[config.mk]
export PLATFORM = sky130hd
export DESIGN_NAME = irq_line_fault_injector_unit
export DESIGN_NICKNAME = d
export VERILOG_FILES = /design/src/rtl/ilfi_pkg.sv /design/src/rtl/ilfi_queue.sv /design/src/rtl/ilfi_front.sv /design/src/rtl/ilfi_back.sv /design/src/rtl/irq_line_fault_injector_unit.sv
export SDC_FILE = /design/constraint.sdc
export NUM_CORES = 1
export LEC_CHECK = 0
export ABC_AREA = 1
export BUFFER_PORTS_ARGS = -buffer_cell sky130_fd_sc_hd__buf_2
export CAP_MARGIN = 20
export CELL_PAD_IN_SITES_DETAIL_PLACEMENT = 2
export CELL_PAD_IN_SITES_GLOBAL_PLACEMENT = 2
export CORE_MARGIN = 3
export CORE_UTILIZATION = 27
export DETAILED_ROUTE_END_ITERATION = 10
export GPL_TIMING_DRIVEN = 1
export PLACE_DENSITY = 0.65
export SLEW_MARGIN = 20
export SYNTH_ARGS = -nofsm -noshare
export SYNTH_HDL_FRONTEND = slang
export SYNTH_SLANG_ARGS = --single-unit
[constraint.sdc]
create_clock -name clk -period 3.1 [get_ports clk]
set_input_delay 0.31 -clock clk [delete_from_list [all_inputs] [get_ports clk]]
set_output_delay 0.31 -clock clk [all_outputs]
set_load 0.05 [all_outputs]
[src/rtl/ilfi_pkg.sv]
package ilfi_pkg;

    localparam int IRQ_COUNT      = 16;
    localparam int IRQ_BITS       = 4;
    localparam int RUN_COUNT_BITS = 32;
    localparam int QUEUE_DEPTH    = 2;
    localparam int QUEUE_PTR_BITS = (QUEUE_DEPTH > 1) ? $clog2(QUEUE_DEPTH) : 1;
    localparam int QUEUE_CNT_BITS = $clog2(QUEUE_DEPTH + 1);

    typedef enum logic [2:0] {
        REQ_LEVEL = 3'd0,
        REQ_PULSE = 3'd1,
        REQ_ARM   = 3'd2,
        REQ_RUN   = 3'd3,
        REQ_CLEAR = 3'd4
    } req_e;

    typedef enum logic {
        KIND_DROP = 1'b0,
        KIND_DUP  = 1'b1
    } kind_e;

    typedef enum logic {
        CFG_LINE_DRIVER = 1'b0,
        CFG_QUIET_CHECK = 1'b1
    } cfg_index_e;

    typedef struct packed {
        logic [IRQ_COUNT-1:0]      requested_lines;
        kind_e                     armed_kind;
        logic [IRQ_BITS-1:0]       armed_line;
        logic                      armed_flag;
        logic                      suppress_flag;
        logic                      replay_pending;
        logic [RUN_COUNT_BITS-1:0] run_count;
        logic [RUN_COUNT_BITS-1:0] replay_run;
    } fault_state_t;

    typedef struct packed {
        fault_state_t st;
        logic         drive;
    } level_out_t;

    typedef struct packed {
        logic                status;
        logic                drive_valid;
        logic [IRQ_BITS-1:0] drive_irq;
        logic                drive_level;
    } result_t;

    typedef struct packed {
        result_t r0;
        result_t r1;
        logic    two;
    } entry_t;

    typedef struct packed {
        logic full;
        logic empty;
    } queue_status_t;

    // one validated level request against the fault state
    function automatic level_out_t apply_level(fault_state_t s, logic [IRQ_BITS-1:0] line,
                                               logic lev);
        level_out_t           r;
        logic [IRQ_COUNT-1:0] mask;
        logic                 prev_high;
        r.st      = s;
        r.drive   = 1'b0;
        mask      = IRQ_COUNT'(1) << line;
        prev_high = |(s.requested_lines & mask);
        if (lev)
        begin
            r.st.requested_lines = s.requested_lines | mask;
        end
        else
        begin
            r.st.requested_lines = s.requested_lines & ~mask;
        end
        if (s.suppress_flag && line == s.armed_line)
        begin
            if (!lev)
            begin
                r.st.suppress_flag = 1'b0;
                r.st.armed_kind    = KIND_DROP;
            end
        end
        else
        begin
            r.drive = 1'b1;
            if (s.armed_flag && line == s.armed_line && lev && !prev_high)
            begin
                r.st.armed_flag = 1'b0;
                if (s.armed_kind == KIND_DROP)
                begin
                    r.st.suppress_flag = 1'b1;
                    r.drive            = 1'b0;
                end
                else
                begin
                    r.st.replay_pending = 1'b1;
                    r.st.replay_run     = s.run_count + RUN_COUNT_BITS'(1);
                end
            end
        end
        return r;
    endfunction

    function automatic result_t drive_result(logic [IRQ_BITS-1:0] line, logic lev);
        result_t r;
        r.status      = 1'b0;
        r.drive_valid = 1'b1;
        r.drive_irq   = line;
        r.drive_level = lev;
        return r;
    endfunction

endpackage

[src/rtl/ilfi_queue.sv]
module ilfi_queue (
    input  logic                   clk,
    input  logic                   rst_n,
    input  logic                   push,
    input  ilfi_pkg::entry_t       push_data,
    input  logic                   pop,
    output ilfi_pkg::entry_t       pop_data,
    output ilfi_pkg::queue_status_t q_status
);

    ilfi_pkg::entry_t                     entries_reg [ilfi_pkg::QUEUE_DEPTH];
    logic [ilfi_pkg::QUEUE_PTR_BITS-1:0]  wr_ptr_reg, wr_ptr_next;
    logic [ilfi_pkg::QUEUE_PTR_BITS-1:0]  rd_ptr_reg, rd_ptr_next;
    logic [ilfi_pkg::QUEUE_CNT_BITS-1:0]  count_reg, count_next;

    always_comb
    begin
        wr_ptr_next = wr_ptr_reg;
        rd_ptr_next = rd_ptr_reg;
        count_next  = count_reg;
        if (push)
        begin
            wr_ptr_next = (32'(wr_ptr_reg) == ilfi_pkg::QUEUE_DEPTH - 1) ? '0
                        : wr_ptr_reg + ilfi_pkg::QUEUE_PTR_BITS'(1);
        end
        if (pop)
        begin
            rd_ptr_next = (32'(rd_ptr_reg) == ilfi_pkg::QUEUE_DEPTH - 1) ? '0
                        : rd_ptr_reg + ilfi_pkg::QUEUE_PTR_BITS'(1);
        end
        if (push && !pop)
        begin
            count_next = count_reg + ilfi_pkg::QUEUE_CNT_BITS'(1);
        end
        else if (pop && !push)
        begin
            count_next = count_reg - ilfi_pkg::QUEUE_CNT_BITS'(1);
        end
    end

    always_ff @(posedge clk or negedge rst_n)
    begin
        if (!rst_n)
        begin
            wr_ptr_reg <= '0;
            rd_ptr_reg <= '0;
            count_reg  <= '0;
        end
        else
        begin
            wr_ptr_reg <= wr_ptr_next;
            rd_ptr_reg <= rd_ptr_next;
            count_reg  <= count_next;
        end
    end

    always_ff @(posedge clk)
    begin
        if (push)
        begin
            entries_reg[wr_ptr_reg] <= push_data;
        end
    end

    assign pop_data       = entries_reg[rd_ptr_reg];
    assign q_status.full  = (32'(count_reg) == ilfi_pkg::QUEUE_DEPTH);
    assign q_status.empty = (count_reg == '0);

endmodule

[src/rtl/ilfi_front.sv]
module ilfi_front (
    input  logic                   clk,
    input  logic                   rst_n,
    input  logic                   cfg_valid,
    input  logic                   cfg_index,
    input  logic                   cfg_data,
    input  logic                   in_valid,
    output logic                   in_stall,
    input  logic [2:0]             req_type,
    input  logic [3:0]             irq,
    input  logic                   level,
    input  logic [1:0]             fault_sel,
    input  logic                   line_quiet,
    input  logic                   quiet_error,
    input  ilfi_pkg::queue_status_t q_status,
    output logic                   push,
    output ilfi_pkg::entry_t       push_data
);

    ilfi_pkg::fault_state_t state_reg, state_next;
    logic                   line_drv_reg, quiet_chk_reg;
    ilfi_pkg::level_out_t   step_a, step_b;
    ilfi_pkg::entry_t       ent;
    logic                   err;
    logic                   line_bad;
    logic [ilfi_pkg::RUN_COUNT_BITS-1:0] run_inc;
    logic [ilfi_pkg::IRQ_COUNT-1:0]      armed_mask;

    assign in_stall = q_status.full;
    assign push     = in_valid && !in_stall;
    assign line_bad = (32'(irq) >= ilfi_pkg::IRQ_COUNT);
    assign run_inc  = state_reg.run_count + ilfi_pkg::RUN_COUNT_BITS'(1);
    assign armed_mask = ilfi_pkg::IRQ_COUNT'(1) << state_reg.armed_line;

    always_comb
    begin
        state_next = state_reg;
        ent        = '0;
        err        = 1'b0;
        step_a     = ilfi_pkg::apply_level(state_reg, irq, 1'b1);
        step_b     = ilfi_pkg::apply_level(step_a.st, irq, 1'b0);
        case (req_type)
            ilfi_pkg::REQ_LEVEL:
            begin
                if (!line_drv_reg || line_bad)
                begin
                    err = 1'b1;
                end
                else
                begin
                    step_a     = ilfi_pkg::apply_level(state_reg, irq, level);
                    state_next = step_a.st;
                    if (step_a.drive)
                    begin
                        ent.r0 = ilfi_pkg::drive_result(irq, level);
                    end
                end
            end
            ilfi_pkg::REQ_PULSE:
            begin
                if (!line_drv_reg || line_bad)
                begin
                    err = 1'b1;
                end
                else
                begin
                    state_next = step_b.st;
                    if (step_a.drive && step_b.drive)
                    begin
                        ent.r0  = ilfi_pkg::drive_result(irq, 1'b1);
                        ent.r1  = ilfi_pkg::drive_result(irq, 1'b0);
                        ent.two = 1'b1;
                    end
                    else if (step_a.drive)
                    begin
                        ent.r0 = ilfi_pkg::drive_result(irq, 1'b1);
                    end
                    else if (step_b.drive)
                    begin
                        ent.r0 = ilfi_pkg::drive_result(irq, 1'b0);
                    end
                end
            end
            ilfi_pkg::REQ_ARM:
            begin
                if (line_bad || fault_sel[1] || state_reg.armed_flag
                    || state_reg.suppress_flag || state_reg.replay_pending)
                begin
                    err = 1'b1;
                end
                else
                begin
                    state_next.armed_kind = ilfi_pkg::kind_e'(fault_sel[0]);
                    state_next.armed_line = irq;
                    state_next.armed_flag = 1'b1;
                end
            end
            ilfi_pkg::REQ_RUN:
            begin
                state_next.run_count = run_inc;
                if (state_reg.replay_pending && run_inc >= state_reg.replay_run
                    && !(|(state_reg.requested_lines & armed_mask)))
                begin
                    if (!quiet_chk_reg || quiet_error)
                    begin
                        err = 1'b1;
                    end
                    else if (line_quiet)
                    begin
                        if (!line_drv_reg)
                        begin
                            err = 1'b1;
                        end
                        else
                        begin
                            ent.r0  = ilfi_pkg::drive_result(state_reg.armed_line, 1'b1);
                            ent.r1  = ilfi_pkg::drive_result(state_reg.armed_line, 1'b0);
                            ent.two = 1'b1;
                            state_next.replay_pending = 1'b0;
                            state_next.armed_kind     = ilfi_pkg::KIND_DROP;
                        end
                    end
                end
            end
            ilfi_pkg::REQ_CLEAR:
            begin
                state_next.armed_kind     = ilfi_pkg::KIND_DROP;
                state_next.armed_line     = '0;
                state_next.armed_flag     = 1'b0;
                state_next.suppress_flag  = 1'b0;
                state_next.replay_pending = 1'b0;
                state_next.replay_run     = '0;
            end
            default:
            begin
                err = 1'b1;
            end
        endcase
        if (err)
        begin
            ent.r0.status = 1'b1;
        end
        push_data = ent;
    end

    always_ff @(posedge clk or negedge rst_n)
    begin
        if (!rst_n)
        begin
            state_reg     <= '0;
            line_drv_reg  <= 1'b1;
            quiet_chk_reg <= 1'b1;
        end
        else
        begin
            if (push)
            begin
                state_reg <= state_next;
            end
            if (cfg_valid)
            begin
                case (cfg_index)
                    ilfi_pkg::CFG_LINE_DRIVER: line_drv_reg  <= cfg_data;
                    ilfi_pkg::CFG_QUIET_CHECK: quiet_chk_reg <= cfg_data;
                    default:                   line_drv_reg  <= line_drv_reg;
                endcase
            end
        end
    end

endmodule

[src/rtl/ilfi_back.sv]
module ilfi_back (
    input  logic                    clk,
    input  logic                    rst_n,
    input  ilfi_pkg::queue_status_t q_status,
    input  ilfi_pkg::entry_t        pop_data,
    output logic                    pop,
    output logic                    out_valid,
    input  logic                    out_stall,
    output ilfi_pkg::result_t       res,
    output logic                    last
);

    logic             busy_reg, busy_next;
    logic             phase_reg, phase_next;
    ilfi_pkg::entry_t ent_reg;
    logic             take;
    logic             done_item;

    assign take      = busy_reg && !out_stall;
    assign done_item = take && (phase_reg || !ent_reg.two);
    assign pop       = (!busy_reg || done_item) && !q_status.empty;

    always_comb
    begin
        busy_next  = busy_reg;
        phase_next = phase_reg;
        if (pop)
        begin
            busy_next  = 1'b1;
            phase_next = 1'b0;
        end
        else if (done_item)
        begin
            busy_next  = 1'b0;
            phase_next = 1'b0;
        end
        else if (take)
        begin
            phase_next = 1'b1;
        end
    end

    always_ff @(posedge clk or negedge rst_n)
    begin
        if (!rst_n)
        begin
            busy_reg  <= 1'b0;
            phase_reg <= 1'b0;
        end
        else
        begin
            busy_reg  <= busy_next;
            phase_reg <= phase_next;
        end
    end

    always_ff @(posedge clk)
    begin
        if (pop)
        begin
            ent_reg <= pop_data;
        end
    end

    assign out_valid = busy_reg;
    assign res       = phase_reg ? ent_reg.r1 : ent_reg.r0;
    assign last      = phase_reg || !ent_reg.two;

endmodule

[src/rtl/irq_line_fault_injector_unit.sv]
// the first result is valid once its entry has been written into the queue and then loaded into the back register
// throughput: one item per cycle when it has one result and out_stall is low; a pulse or replay item
// gives its two results in turn, as the back part shows one result per cycle from its register while out_stall is low
// reset: asynchronous, active low; all line and fault state zero, both config bits set to 1
module irq_line_fault_injector_unit (
    input  logic       clk,
    input  logic       rst_n,
    // config write channel
    input  logic       cfg_valid,
    output logic       cfg_ready,
    input  logic       cfg_index,
    input  logic       cfg_data,
    // request channel
    input  logic       in_valid,
    output logic       in_stall,
    input  logic [2:0] req_type,
    input  logic [3:0] irq,
    input  logic       level,
    input  logic [1:0] fault_sel,
    input  logic       line_quiet,
    input  logic       quiet_error,
    // result channel
    output logic       out_valid,
    input  logic       out_stall,
    output logic       status,
    output logic       drive_valid,
    output logic [3:0] drive_irq,
    output logic       drive_level,
    output logic       last
);

    ilfi_pkg::queue_status_t q_status;
    ilfi_pkg::entry_t        push_data;
    ilfi_pkg::entry_t        pop_data;
    ilfi_pkg::result_t       res;
    logic                    push;
    logic                    pop;

    // config registers take every write at once
    assign cfg_ready = 1'b1;

    // front: classifies each request, updates the fault state and builds
    // the one or two results it causes, line drives or a bare status
    ilfi_front u_front (
        .clk         (clk),
        .rst_n       (rst_n),
        .cfg_valid   (cfg_valid),
        .cfg_index   (cfg_index),
        .cfg_data    (cfg_data),
        .in_valid    (in_valid),
        .in_stall    (in_stall),
        .req_type    (req_type),
        .irq         (irq),
        .level       (level),
        .fault_sel   (fault_sel),
        .line_quiet  (line_quiet),
        .quiet_error (quiet_error),
        .q_status    (q_status),
        .push        (push),
        .push_data   (push_data)
    );

    // short queue so the front keeps taking requests while a result waits
    ilfi_queue u_queue (
        .clk       (clk),
        .rst_n     (rst_n),
        .push      (push),
        .push_data (push_data),
        .pop       (pop),
        .pop_data  (pop_data),
        .q_status  (q_status)
    );

    // back: plays out each queued entry, one result transfer per cycle while out_stall is low
    ilfi_back u_back (
        .clk       (clk),
        .rst_n     (rst_n),
        .q_status  (q_status),
        .pop_data  (pop_data),
        .pop       (pop),
        .out_valid (out_valid),
        .out_stall (out_stall),
        .res       (res),
        .last      (last)
    );

    assign status      = res.status;
    assign drive_valid = res.drive_valid;
    assign drive_irq   = res.drive_irq;
    assign drive_level = res.drive_level;

    // second result of a pair follows right after the first
    assert property (@(posedge clk) disable iff (!rst_n)
        out_valid && !out_stall && !last |=> out_valid)
        else $error("second result of a pair missing");

    // a result without a line drive is always the only one of its request
    assert property (@(posedge clk) disable iff (!rst_n)
        out_valid && !drive_valid |-> last)
        else $error("undriven result not last");

    // first of a pair raises the line
    assert property (@(posedge clk) disable iff (!rst_n)
        out_valid && !last |-> drive_valid && drive_level)
        else $error("first of a pair does not raise the line");

    // errors never drive a line
    assert property (@(posedge clk) disable iff (!rst_n)
        out_valid && status |-> last && !drive_valid)
        else $error("error result drives a line");

endmodule

Word level (Yosys, flattened, before mapping)
Memory sizes are Yosys's and may differ from the RTL's. A register that Yosys moved wholly into a read port is not among the register bits.
Cells that the tools add are included.
{ "classes": {"shift": 2, "reduce_logical": 55, "muxes": 68, "n_bitwise": 9, "order_cmp": 1, "eq_ne": 22, "addsub": 5} }
{ "ops": {"columns": ["op", "count"], "rows": [
  ["33-bit two-way mux", 6],
  ["32-bit one-hot mux with 3 select lines", 2],
  ["88-bit two-way mux", 2],
  ["16-bit AND", 4],
  ["15-bit two-way mux", 4],
  ["32-bit by 1-bit adder with 32-bit output (second input constant)", 1],
  ["32-bit >= comparator", 1],
  ["32-bit two-way mux", 1],
  ["16-bit one-hot mux with 2 select lines", 1],
  ["16-bit OR reduction", 2],
  ["1-bit by 4-bit left shift with 16-bit output (first input constant)", 2],
  ["1-bit two-way mux", 30],
  ["6-bit two-way mux", 5],
  ["12-bit AND reduction", 2],
  ["7-bit two-way mux", 3],
  ["7-bit one-hot mux with 3 select lines", 1],
  ["5-bit one-hot mux with 4 select lines", 1],
  ["16-bit two-way mux", 1],
  ["2-bit by 1-bit != test with 1-bit output (second input constant)", 8],
  ["16-bit inverter", 1],
  ["16-bit bitwise OR", 1],
  ["8-bit one-hot mux with 2 select lines", 1],
  ["1-bit logical AND", 15],
  ["14-bit two-way mux", 1],
  ["32 further kinds", 66]
]} }
{ "word_totals": {"output_inout_bits": 11, "inputBits": 19, "word_cells": 178, "regBits": 96, "mem_bits_rw": 30, "memories": 1} }
{ "memory_table": {"columns": ["name", "depth", "width", "read_ports", "rd_clocked_by_memory_dff", "wr", "line", "rtl"], "rows": [
  ["u_queue.entries_reg", 2, 15, 1, 1, 1, "ilfi_queue.sv:11", "ilfi_pkg::entry_t entries_reg [ilfi_pkg::QUEUE_DEPTH];"]
]} }

Longest topological paths before layout
Gate-level depths: netlist of run 1.
{ "logic_depth": {"ltp_word": 14, "depth_mapped": 23, "ltp_nobuf": 23} }

By module
From an unflattened synthesis of run 1, not the netlist that was laid out.
{ "hier_totals": {"cells_unflattened": 1315, "area_unflattened_um2": 9561.7} }
{ "by_module_without_submodules": {"columns": ["mod", "area_each_um2", "cells_per_inst", "instances", "seq_area_each_um2"], "rows": [
  ["ilfi_front", 7538.5, 1188, 1, 2254.7],
  ["ilfi_queue", 1341.3, 72, 1, 1001.0],
  ["ilfi_back", 670.6, 53, 1, 500.5],
  ["irq_line_fault_injector_unit", 11.3, 2, 1, 0.0]
]} }

Worst setup path before layout of run 1
No wires, ideal clock.
{ "synth_path": {"kind": "reg2reg", "start": "reg u_front.state_reg[32] in the netlist's numbering", "end": "mem u_queue.entries_reg[0][2] in the netlist's numbering, data pin", "synth_period_minus_slack_ns": 2.943, "slack_ns": 0.157, "t_required_ns": 2.931, "t_arrival_ns": 2.773, "setup_time_ns": 0.169, "stages_incl_launch_ff": 22, "path_buffers": 1, "path_cell_list": "dfrtp_1 > ha_1 > nand2_1 > nor2_1 > nand2_1 > nor2_1 > nand3_1 > nor2_1 > nand2_1 > nand2_1 > inv_1 > ha_1 > nand2_1 > nor2_1 > nand2_1 > nor4_1 > nand2_1 > nand2_1 > and2_1 > clkbuf_1 > nand3_1 > o21ai_0"} }
{ "synth_rtl": {"columns": ["item", "line", "rtl"], "rows": [
  ["start, declared", "ilfi_front.sv:20", "ilfi_pkg::fault_state_t state_reg, state_next;"],
  ["start signal, assigned", "ilfi_front.sv:158", "state_reg <= state_next;"],
  ["end, declared", "ilfi_queue.sv:11", null]
]} }

==> results.toml, run 1 <==
[final_layout]
nNetsFinal = 1399
final_common_cell = "nand2_1"
antenna_cells = 0
fin_cells = 1755
final_core_util_pct = 34.9
layout-drive-gt1-share_pct = 19.4
synthToLayoutAreaGrowth_pct = 25.7
final_cell_mix = "nand2_1, inv_1, nor2_1"

[logic_synthesis]
yosysWarnings = 0
synthCells = 1235
synth-main-ff-cell = "dfrtp_1"
synth_nets = 1288
yosysUniqueCellTypes = 41
ys_seq_area_share_pct = 40.4
avgSynthCellArea_um2 = 6.98
yosysTopAreaCell = "dfrtp_1"
synthTopCellsByArea = "dfrtp_1, nand2_1, edfxtp_1"
synth-async-reset-ratio_pct = 72.7
synth_edf_count = 36
synth_seq_cells = 132
syn-cell-area_mm2 = 0.00862
synth_top_area_share_pct = 27.3

[grt]
grt_pass1_wl_mm = 51.3
grt_use_total_pct = 19.3
antenna_found_initial = 0
overflow = 0
grt_max_degree = 50
grt_pass1_vias = 9324

[clocking]
cts_sinks = 132
path_clk_slew_ns = 0.07
cts-htree-levels = 4
cts_root_buf = "clkbuf_16"
cts_tree = "built"
clock_latency_ns = 0.45
clock_path_buffers = 2
numCtsBuffers = 17

[detailed_routing]
drt-total-wl_mm = 31.8
drt_pass1_iterations = 4
ant_nets = 0
vias_per_cell = 4.86
drcViolationCount = 0
wl_per_cell_um = 18.1
vias = 8527
drt_iter0_drc = 337

[setup_path]
rr_worst_depth = 18
path_max_fanout = 6
start_kind = "flop"
r2r-end = "u_queue.entries_reg[1][9]"
end_kind = "flop"
critPathKind = "flop to flop"
critical_path_arrival_ns = 3.33
cp.required_ns = 3.41
worstReg2RegStart = "u_front.state_reg[33]"
regToRegSetupSlack_ns = 0.08

[place]
hpwlAfterDp_mm = 23.1
port_buffers = 28
dp.cells = 1702
gp_congestion = 0.838

[floorplanning]
die_h_um = 185
ios = 30
fp-row-count = 64
core_area_mm2 = 0.0311
initial_core_util_pct = 27.8
dieArea_mm2 = 0.0341
fp.dieW_um = 185

[timing]
rsz0062_at_grt = "yes"
slew_headroom_pct = 53.8
finalHoldViolCount = 0
clock_skew_ns = 0.0120
max_freq_ghz = 0.331
worst_pin_slew_ns = 0.694
period_share_pct = 97.3
fin_crit_ns = 3.02
finalSetupViolations = 0
final_max_slew_viol_count = 0

[power_and_ir_drop]
combPwrFrac_pct = 29.6
power.density_mw_per_mm2 = 584
p_int_w = 0.00384
p_leak_nw = 5.56
p_sw_w = 0.00249
swShare_pct = 39.3
ir_drop_v = 0.000429
seq_power_share_pct = 37.2
p_clk_share_pct = 33.2

[hold_path]
holdPathStages = 2
hold_path_class = "primary input to flop"
min_to = "u_front.quiet_chk_reg"
min-delay-start = "cfg_index"

[flow_run]
max_cap_violations = 0

[run_status]
status = "finished, final reports clean"
[worst max-delay path by stage]
stage | to | slack [ns] | start | cells after the start
after floorplan | u_queue.entries_reg[0][2] | 0.16 | u_front.state_reg[32] | 21
after global placement | u_queue.entries_reg[1][4] | -0.13 | u_front.state_reg[34] | 19
after detailed placement | u_queue.entries_reg[0][4] | -0.27 | u_front.state_reg[34] | 19
after CTS | u_queue.entries_reg[0][2] | -0.001 | u_front.state_reg[32] | 21
after global routing | u_queue.entries_reg[1][9] | -0.13 | u_front.state_reg[34] | 18
final | u_queue.entries_reg[1][9] | 0.08 | u_front.state_reg[33] | 18
[power by group through the flow]
stage                     sequential [W]  clock, W  combinational [W]
after floorplan                  0.00230         0            0.00124
after global placement           0.00236         0            0.00175
after detailed placement         0.00239         0            0.00181
after CTS                        0.00236   0.00218            0.00185
after global routing             0.00240   0.00225            0.00211
final                            0.00235   0.00210            0.00188
[logic make-up after synthesis]
kind of cell	after synthesis	share of synthesized area, %
flops	132	40.4
fa+ha+maj	34	4.93
mux	10	1.16
buf+inv	205	9.53
compound gates	140	8.55
other cells	1	0.0435
xor+xnor	21	2.13
simple gates	692	33.2
[synth_stat cells, drive strengths merged (5+ instances only)]
master and count:
clkbuf 19, o21ai 76, nand3 60, ha 34
inv 161, dfrtp 94, edfxtp 36, a21o 5
buf 23, nor3 10, xor2 20, nand4 39
nand2 450, a21oi 50, nor2 123, mux2i 10
[critical path, stage by stage, from the launching register on]
cell	delay, ns
dfrtp_1	0.39
ha_2	0.23
nand2_4	0.07
nor2_4	0.10
nand2_2	0.09
nor2_4	0.13
buf_6	0.12
buf_4	0.11
nand4_1	0.08
nand2_2	0.12
inv_1	0.05
ha_1	0.29
nand4_1	0.19
nor4_4	0.26
nand2_1	0.09
nand2_2	0.09
and2_4	0.22
nand3_2	0.12
nand2_2	0.12
[metrics by stage]
stage	setup TNS (ns)	power, W	setup WS, ns	hold slack (ns)	cell area, um2
after CTS	-0.00209	0.00638	-0.00107	0.00440	10400
after global routing	-2.76	0.00676	-0.131	0.0138	10800
final	0	0.00633	0.0833	0.0285	10800
after global placement	-2.48	0.00411	-0.132	0.392	9740
after floorplan	0	0.00354	0.157	0.0144	8620
after detailed placement	-5.57	0.00420	-0.270	0.400	9740
[cell type report]
cell class,count,area (um2)
clock buffers,17,425
clock inverters,15,164
fillers,3696,20200
inverters,163,612
multi-input cells,898,4660
flip-flops and latches,132,3490
well taps,396,495
repair buffers,134,995
[layer usage]
metal  part of all wire [%]  track usage, %  wire length [um]  vias to the layer above
met5                      0               0                 0                        -
met1                     48            26.0             15100                     4265
met3                    2.3            2.49               729                       33
li1                       -               -                 -                     4140
met2                     48            32.9             15400                       89
met4                    1.6            4.83               495                        0
[timing repair]
item / 4_1_cts / 5_1_grt
buffers inserted: 1 / 20
pin swaps: 3 / 24
hold buffers: 1 / 0
endpoints found under the setup margin: 26 / 26
gates cloned: 0 / 0
hold endpoints to repair: 37 / 0
resized for setup: 22 / 73
No activity file was read; power rests on OpenSTA's default activity.
==> run 2: changes to the inputs <==
Settings changed: CORE_ASPECT_RATIO set to 1.2.
Clock period 3.1 ns to 2.46 ns, I/O delays scaled along.
==> run 2 against run 1 <==
Net effect:
- the run now ends with negative setup slack left
- power grew 32%
- count of clock-buffer cells in the layout unchanged
- highest routed layer unchanged
- sequential power up 25%
- die area about the same
- wire length grew 5.7%
- non-clock buffer count up 48
- hold slack got worse by 0.014 ns
- critical endpoint is now u_queue.entries_reg[0][8]
- critical path type unchanged
- register-to-register slack worse by 0.73 ns
- clock skew rose by 0.0035 ns
==> results.toml, run 2 (same netlist as run 1, synthesis figures left out) <==
[place]
placed_area_mm2 = 0.0102
gp_congestion = 0.830
dp.cells = 1758
port_buffers = 28
hpwlAfterDp_mm = 23.6
dp_worst_setup_slack_ns = -1.06

[floorplanning]
dieArea_mm2 = 0.0341
ios = 30
fp.dieW_um = 169
fp-row-count = 71
initial_core_util_pct = 27.4
core_area_mm2 = 0.0314
die_h_um = 202

[setup_path]
crit_chain = "nand2_1, nor2_1, nand2_1, nor2_2, buf_4, nand2_1, nand2_1, nand2_1, inv_1, ha_1, a21oi_1, o21ai_1, nand2_1, nand2_1, a21oi_4, nand2_4, and2_4, nand2_4, nand3_2"
path_max_fanout = 6
critical_path_arrival_ns = 3.31
slowest_stage = "dfrtp_1"
max_stage_delay_ns = 0.41
critPathKind = "flop to flop"
end_kind = "flop"
start_kind = "flop"
cp.required_ns = 2.66
timing.critical_path.max_delay_family = "simple AND/OR/NAND/NOR gates"
worst-path-buf-inv = 2
cpMostUsedCell = "nand2_1"

[timing]
final_max_slew_viol_count = 0
max_freq_ghz = 0.322
finalWorstSetupSlack_ns = -0.648
period_share_pct = 126
fin_crit_ns = 3.11
finalHoldViolCount = 0
rsz0062_at_grt = "yes"
setup_tns_ns = -16.16
worst_pin_slew_ns = 0.703
finalSetupViolations = 26
slew_headroom_pct = 53.1
clock_skew_ns = 0.0155

[power_and_ir_drop]
power.density_mw_per_mm2 = 720
p_int_w = 0.00504
p_leak_nw = 5.87
p_sw_w = 0.00330
swShare_pct = 39.6
p_clk_share_pct = 34.2
combPwrFrac_pct = 30.5
seq_power_share_pct = 35.3
ir_drop_v = 0.000413

[final_layout]
layout-drive-gt1-share_pct = 24.3
final_cell_mix = "nand2_1, inv_1, buf_4"
postLayoutCellArea_mm2 = 0.0116
final_common_cell = "nand2_1"
fill_cells = 3673
fin_cells = 1808
synthToLayoutAreaGrowth_pct = 34.4
nNetsFinal = 1447
antenna_cells = 0

[flow_run]
max_cap_violations = 0

[clocking]
cts_sinks = 132
clock_latency_ns = 0.45
cts_root_buf = "clkbuf_16"
cts_tree = "built"
cts-htree-levels = 4
clock_path_buffers = 2
numCtsBuffers = 17
path_clk_slew_ns = 0.07

[detailed_routing]
wl_met3_um = 619
vias_per_cell = 4.88
drt-total-wl_mm = 33.6
drt_pass1_iterations = 4
ant_nets = 0
wl_per_cell_um = 18.6
highest_layer = "met4"
vias = 8820
met1_length_mm = 13.5
dr_wl_met2_mm = 18.8
drcViolationCount = 0
drt_iter0_drc = 232

[grt]
overflow = 0
grt_pass1_wl_mm = 53.9
antenna_found_initial = 0
grt_use_total_pct = 20.1
grt_pass1_vias = 9899
grt_max_degree = 50

[run_status]
status = "complete, but fails checks"
violations = "negative setup slack"

[hold_path]
hold_path_class = "primary input to flop"
-- run 2: changes by cell type in the layout (fill, tap and decap cells not counted), sizes merged --
cell and change:
bufinv +1, clkinvlp -3, buf +46, clkinv -1, inv +3, dlygate4sd3 +2
-- run 2: worst paths after layout --
| check | from | endpoint | slack (ns) | cells after the start |
|---|---|---|---|---|
| max | u_front.state_reg[42] | u_queue.entries_reg[0][8] | -0.65 | 19 |
| min | cfg_valid | u_front.line_drv_reg | 0.01 | 2 |
| max reg2reg | u_front.state_reg[42] | u_queue.entries_reg[0][8] | -0.65 | 19 |
| min reg2reg | u_front.state_reg[14] | u_front.state_reg[14] | 0.48 | 2 |
| max in group asynchronous | rst_n | u_front.state_reg[6] | 1.30 | 3 |
| min in group asynchronous | rst_n | u_front.state_reg[3] | 0.35 | 2 |
-- run 2: worst register-to-register path, cell delays in order, from the launching register on --
cell and delay (ns):
dfrtp_1 0.41, nand2_1 0.12, nor2_1 0.16, nand2_1 0.14, nor2_2 0.15, buf_4 0.14
nand2_1 0.07, nand2_1 0.07, nand2_1 0.12, inv_1 0.10, ha_1 0.26, a21oi_1 0.18
o21ai_1 0.12, nand2_1 0.09, nand2_1 0.09, a21oi_4 0.15, nand2_4 0.08, and2_4 0.21
nand2_4 0.10, nand3_2 0.08
-- run 2: final cells by class --
type                            count  area [um2]  area share (%)
Timing Repair Buffer              182        1420            12.3
Tap cell                          401         502            4.33
Clock buffer                       17         425            3.67
Inverter                          163         612            5.28
Multi-Input combinational cell    898        4940            42.6
Clock inverter                     15         201            1.74
Sequential cell                   132        3490            30.1
-- run 2: through the flow --
| stage | util [%] | hold slack [ns] | total power (W) |
|---|---|---|---|
| after CTS | 35.8 | 0.00336 | 0.00839 |
| after global routing | 36.8 | 0.0134 | 0.00888 |
| after global placement | 32.4 | 0.297 | 0.00528 |
| final | 36.8 | 0.0148 | 0.00834 |
| after floorplan | - | -0.0496 | 0.00448 |
| after detailed placement | 32.4 | 0.306 | 0.00538 |
-- run 2: power groups by stage --
stage | combinational (W) | sequential, W | clock (W)
detailed placement | 0.00240 | 0.00298 | 0
global placement | 0.00232 | 0.00296 | 0
global route | 0.00287 | 0.00300 | 0.00301
CTS | 0.00252 | 0.00294 | 0.00293
finish | 0.00255 | 0.00294 | 0.00285
floorplan | 0.00158 | 0.00290 | 0
-- run 2: per-layer routing --
layer / vias up / GRT usage (%)
li1: 4237 / -
met1: 4460 / 22.7
met2: 85 / 38.9
met3: 38 / 2.52
met4: 0 / 6.14
met5: - / 0
-- run 2: timing repair --
item	in CTS	in global routing
hold buffers	3	0
gates resized for setup	68	72
pin swaps	30	47
endpoints found under the hold margin	33	0
buffers inserted	17	10
setup endpoints to repair	26	60
